**src/hdl/qvr_pkg.sv**
```systemverilog
`default_nettype none
package qvr_pkg;

  localparam int FRAC_BITS       = 14;
  localparam int DATA_WIDTH      = 16;
  localparam int Q_WIDTH         = 16;
  localparam int C_WIDTH         = Q_WIDTH + 1;
  localparam int P1_WIDTH        = Q_WIDTH + DATA_WIDTH;
  localparam int A_WIDTH         = P1_WIDTH - FRAC_BITS + 2;
  localparam int P2_WIDTH        = A_WIDTH + C_WIDTH;
  localparam int R_WIDTH         = P2_WIDTH - FRAC_BITS + 2;
  localparam int CFG_INDEX_WIDTH = 2;
  localparam int CFG_DATA_WIDTH  = Q_WIDTH;
  localparam int LATENCY         = 5;

  typedef logic signed [Q_WIDTH-1:0]    qval_t;
  typedef logic signed [C_WIDTH-1:0]    cval_t;
  typedef logic signed [DATA_WIDTH-1:0] data_t;
  typedef logic signed [P1_WIDTH-1:0]   prod1_t;
  typedef logic signed [A_WIDTH-1:0]    aval_t;
  typedef logic signed [P2_WIDTH-1:0]   prod2_t;
  typedef logic signed [R_WIDTH-1:0]    rval_t;

  typedef enum logic [CFG_INDEX_WIDTH-1:0] {
    REG_Q_SCALAR,
    REG_Q_I,
    REG_Q_J,
    REG_Q_K
  } cfg_reg_t;

  localparam qval_t Q_SCALAR_RESET = 16'sd16384;
  localparam data_t DATA_MAX = {1'b0, {(DATA_WIDTH-1){1'b1}}};
  localparam data_t DATA_MIN = {1'b1, {(DATA_WIDTH-1){1'b0}}};

  typedef struct packed {
    qval_t s;
    qval_t i;
    qval_t j;
    qval_t k;
  } quat_t;

  typedef struct packed {
    data_t x;
    data_t y;
    data_t z;
  } vec_t;

  typedef struct packed {
    aval_t s;
    aval_t i;
    aval_t j;
    aval_t k;
  } avec_t;

  typedef struct packed {
    rval_t x;
    rval_t y;
    rval_t z;
  } rvec_t;

  typedef struct packed {
    logic  clip;
    data_t val;
  } sat_t;

  function automatic prod1_t mul1(qval_t a, data_t b);
    return P1_WIDTH'(a) * P1_WIDTH'(b);
  endfunction

  function automatic aval_t scale1(prod1_t p);
    return A_WIDTH'(signed'(p[P1_WIDTH-1:FRAC_BITS]));
  endfunction

  function automatic prod2_t mul2(aval_t a, cval_t c);
    return P2_WIDTH'(a) * P2_WIDTH'(c);
  endfunction

  function automatic rval_t scale2(prod2_t p);
    return R_WIDTH'(signed'(p[P2_WIDTH-1:FRAC_BITS]));
  endfunction

  function automatic sat_t saturate(rval_t r);
    logic [R_WIDTH-DATA_WIDTH:0] upper;
    sat_t res;
    upper = r[R_WIDTH-1:DATA_WIDTH-1];
    if (upper == '0 || upper == '1) begin
      res.clip = 1'b0;
      res.val  = r[DATA_WIDTH-1:0];
    end else begin
      res.clip = 1'b1;
      res.val  = r[R_WIDTH-1] ? DATA_MIN : DATA_MAX;
    end
    return res;
  endfunction

endpackage
`default_nettype wire

```
**src/hdl/qvr_sat.sv**
```systemverilog
`default_nettype none
module qvr_sat (
  input  logic           clk,
  input  logic           rst,
  input  logic           r_valid,
  input  qvr_pkg::rvec_t r,
  output logic           done,
  output qvr_pkg::data_t rot_x,
  output qvr_pkg::data_t rot_y,
  output qvr_pkg::data_t rot_z,
  output logic           clipped
);
  import qvr_pkg::*;

  sat_t sx, sy, sz;

  always_comb begin
    sx = saturate(r.x);
    sy = saturate(r.y);
    sz = saturate(r.z);
  end

  always_ff @(posedge clk) begin
    if (rst) begin
      done <= 1'b0;
    end else begin
      done <= r_valid;
    end
  end

  always_ff @(posedge clk) begin
    rot_x   <= sx.val;
    rot_y   <= sy.val;
    rot_z   <= sz.val;
    clipped <= sx.clip | sy.clip | sz.clip;
  end

endmodule
`default_nettype wire

```
**config.mk**
```make
export PLATFORM = sky130hd
export DESIGN_NAME = qvr_sat
export DESIGN_NICKNAME = d
export VERILOG_FILES = /design/src/hdl/qvr_pkg.sv /design/src/hdl/qvr_sat.sv
export SDC_FILE = /design/constraint.sdc
export NUM_CORES = 1
export LEC_CHECK = 0
export ABC_AREA = 1
export CAP_MARGIN = 20
export CORE_ASPECT_RATIO = 1.1
export CORE_UTILIZATION = 70
export CTS_BUF_LIST = sky130_fd_sc_hd__clkbuf_4
export CTS_CLUSTER_DIAMETER = 80
export DETAILED_ROUTE_END_ITERATION = 7
export DONT_BUFFER_PORTS = 1
export GPL_TIMING_DRIVEN = 0
export HOLD_SLACK_MARGIN = 0.02
export PLACE_DENSITY_LB_ADDON = 0.15
export SYNTH_ARGS = -nofsm -noshare
export SYNTH_HDL_FRONTEND = slang
export SYNTH_SLANG_ARGS = --single-unit
export TNS_END_PERCENT = 5
```
**constraint.sdc**
```tcl
create_clock -name clk -period 2.72 [get_ports clk]
set_clock_uncertainty 0.15 [all_clocks]
set_input_delay 0.272 -clock clk [delete_from_list [all_inputs] [get_ports clk]]
set_output_delay 0.272 -clock clk [all_outputs]
set_load 0.02 [all_outputs]
```
---- Yosys cells after proc, flatten, opt, wreduce, memory -nomap -nowiden ----
Cells that the tools add are included.
operators by class
  equal/unequal tests ..................... 3
  muxes and demuxes ....................... 6
  bitwise gates (word level) .............. 2
  reductions and logical operators ........ 6
operators with widths
  kind                                         number
  17-bit 2-to-1 mux                            3
  16-bit 2-to-1 mux                            3
  10-bit equality test, second input constant  3
  10-bit logical NOT                           3
  1-bit logical OR                             3
  1-bit OR                                     2
storage, ports and cells
  flip-flop bits (word level) ............. 50
  input bits .............................. 78
  output and inout bits ................... 50
  word-level logic and storage cells ...... 22

---- Logic depth before layout (Yosys ltp) ----
  depth after elaboration ................. 5
  mapped depth ............................ 8
  mapped depth without buffers ............ 7

---- Least setup slack after synthesis ----
OpenSTA, ideal clock, no wires.
  path type ............................... in2reg
  from .................................... in r[67] in the netlist's numbering
  to ...................................... reg rot_x[0]
  library setup time ...................... 0.112 ns
  data arrival time ....................... 0.988 ns
  data required time ...................... 2.458 ns
  path slack .............................. 1.470 ns
  stages on the path ...................... 6
  path buffers ............................ 1
  path through ............................ or2_4 > nor2_4 > nand2_4 > nand3_4 > buf_8 > nand2_2
RTL lines
  item                  RTL line       source
  start, declared       qvr_sat.sv:6   input qvr_pkg::rvec_t r,
  end signal, assigned  qvr_sat.sv:32  rot_x <= sx.val;
  end, declared         qvr_sat.sv:8   output qvr_pkg::data_t rot_x,

---- Final worst setup path ----
  from .................................... reg rot_x[1]
  to ...................................... out rot_x[1]
No word-level cell between the ends.

==> impl_metrics.json <==
{
  "outcome": "complete, no violations",
  "synthMuxAreaShare_pct": 0,
  "n_antenna_cell": 0,
  "netlist_area_mm2": 0.00205,
  "gp_congestion": 0.713,
  "gr-usage-all-layers_pct": 46.2,
  "fin_hold_ws_ps": 186,
  "cts_max_level": 2,
  "synthAdderAreaFrac_pct": 0,
  "cts_resized": 0,
  "end_kind": "primary output",
  "max_freq_ghz": 0.761,
  "dp_hpwl_um": 2800,
  "tns_ps": 0,
  "min_path_type": "primary input to register",
  "grt_max_degree": 19,
  "worst_ep_arrival_time_ps": 890,
  "power_frac_clock_pct": 27.2,
  "ys_warn_count": 0,
  "grt_pass1_wl_um": 9720,
  "min_to": "rot_x[14]$_DFF_P_",
  "switching_power_mw": 0.400,
  "synth-xor-area-share_pct": 0,
  "hold-path-cell-count": 6,
  "period_share_pct": 48.3,
  "cp.required_ps": 2300,
  "core_mm2": 0.00278,
  "maxCapViolations": 0,
  "filler_cell_count": 59,
  "multi_input_area_um2": 922,
  "cts_buffer_depth": 2,
  "worstHoldStart": "r[68]",
  "critical_path_class": "register to primary output",
  "setup_viol": 0,
  "drtAntennaViolNets": 0,
  "synth_compound_area_share_pct": 0,
  "critPathLaunchType": "register",
  "finalHoldViolations": 0,
  "cts_sinks": 50,
  "avgSynthCellArea_um2": 9.69,
  "final_util_pct": 95.8,
  "ys_seq_area_share_pct": 48.7,
  "clk_pin_slew_ps": 180,
  "synth_top_family_by_area": "simple AND/OR/NAND/NOR gates",
  "portBuffers": 0,
  "final_max_slew_viol_count": 0,
  "place_area_mm2": 0.00210,
  "grt_pass1_vias": 1889,
  "path_max_fanout": 1,
  "share_comb_of_total_power_pct": 11.2,
  "numCtsBuffers": 5,
  "layout-drive-gt1-share_pct": 34.4,
  "switching_share_pct": 29.3,
  "die_area_mm2": 0.00316,
  "synth_nets": 290,
  "cts_root_buf": "clkbuf_4",
  "synth_cells": 212,
  "ys_seq_elements": 50,
  "die_w_um": 53.7,
  "drcViolationCount": 0,
  "dr.first_iter.drc_count": 94,
  "cts_tree": "yes",
  "final_cells": 303,
  "die_height_um": 58.8,
  "seq_power_share_pct": 61.6,
  "initial_core_util_pct": 74.0,
  "nets": 347,
  "antenna_found_initial": 0,
  "total_power_mw": 1.37,
  "final_cell_area_mm2": 0.00266,
  "internal_power_mw": 0.967,
  "wl_per_cell_um": 22.5,
  "via_per_inst": 5.87,
  "place_ws_ps": 1410,
  "dr.pass1.iters": 4,
  "worst_pin_slew_ps": 242,
  "syn2layout_area_growth_pct": 29.5,
  "vias": 1778,
  "register_area_mm2": 0.00100,
  "grt_overflow": 0,
  "rsz0062_at_grt": "false",
  "yosys.cell_types.count": 17,
  "yosys.area_share.simple_pct": 44.9,
  "ir_drop_uv": 538,
  "num_rows": 20,
  "wirelength_um": 6810,
  "leakage_nw": 1.23,
  "layout_min_cycle_time_ps": 1310,
  "place_inst": 245,
  "cellPowerDensity_mw_per_mm2": 514,
  "io_pins": 128,
  "maxSlewHeadroom_pct": 83.8,
  "setup_slack_ps": 1410
}
## power by group through the flow
stage,registers [mW],logic [mW],clock network (mW)
2_1_floorplan,0.849,0.0649,0
3_3_place_gp,0.854,0.0689,0
3_5_place_dp,0.854,0.0747,0
4_1_cts,0.838,0.138,0.354
5_1_grt,0.845,0.160,0.393
6_report,0.842,0.153,0.372
## cell usage after synthesis
cell      instances  share of area [%]
and2_1            3               0.91
buf_12            3                2.9
buf_8             3                2.2
clkbuf_1          3               0.55
dfxtp_1          50                 49
inv_1             4               0.73
nand2_1          51                9.3
nand2_2          57                 17
nand2_4           3                1.6
nand2_8           3                2.9
nand3_2           1               0.49
nand3_4           3                2.6
nand3b_4          3                2.9
nor2_1           16                2.9
nor2_2            3               0.91
nor2_4            3                1.6
or2_4             3                1.3
## layout by cell type, fill, tap and decap left out, types with 4 or more instances in the layout
master	n
clkbuf_4	5
dfxtp_1	50
dlygate4sd3_1	50
inv_1	4
nand2_1	51
nand2_2	57
nor2_1	16
## per-layer routing
layer	GRT usage [%]	part of all wire [%]	routed length (µm)	up-vias
li1	-	-	-	751
met1	42.9	31	2140	819
met2	80.5	51	3460	155
met3	15.8	9.9	671	53
met4	35.0	7.9	538	0
met5	0	0	0	-
## logic make-up after synthesis
logic type             after synthesis
buffers and inverters               13
DFF                                 50
and+or+nand+nor                    149
## final cells by class
class | count | area share (%)
Buffer | 9 | 4.37
Clock buffer | 5 | 1.41
Clock inverter | 3 | 0.988
Inverter | 4 | 0.564
Multi-Input combinational cell | 149 | 34.7
Sequential cell | 50 | 37.6
Tap cell | 33 | 1.55
Timing Repair Buffer | 50 | 18.8
## flip-flops by register name, indices dropped and copies added, names as in the netlist
signal	flops
rot_z	16
clipped	1
rot_y	16
rot_x	16
done	1
## what timing repair did
item | in CTS | in global routing
hold endpoints to repair | 49 | 0
hold buffers | 50 | 0
buffers inserted | 0 | 0
setup endpoints to repair | 0 | 0
## worst max-delay path by stage
stage          cells past startpoint  slack, ps               end              from
3_3_place_gp                       6       1440  rot_y[6]$_DFF_P_             r[41]
2_1_floorplan                      6       1470  rot_x[0]$_DFF_P_             r[67]
5_1_grt                            0       1380          rot_x[1]  rot_x[1]$_DFF_P_
3_5_place_dp                       6       1410  rot_y[6]$_DFF_P_             r[41]
4_1_cts                            3       1420   done$_SDFF_PP0_               rst
6_report                           0       1410          rot_x[1]  rot_x[1]$_DFF_P_
(Power assumes the default switching activity.)
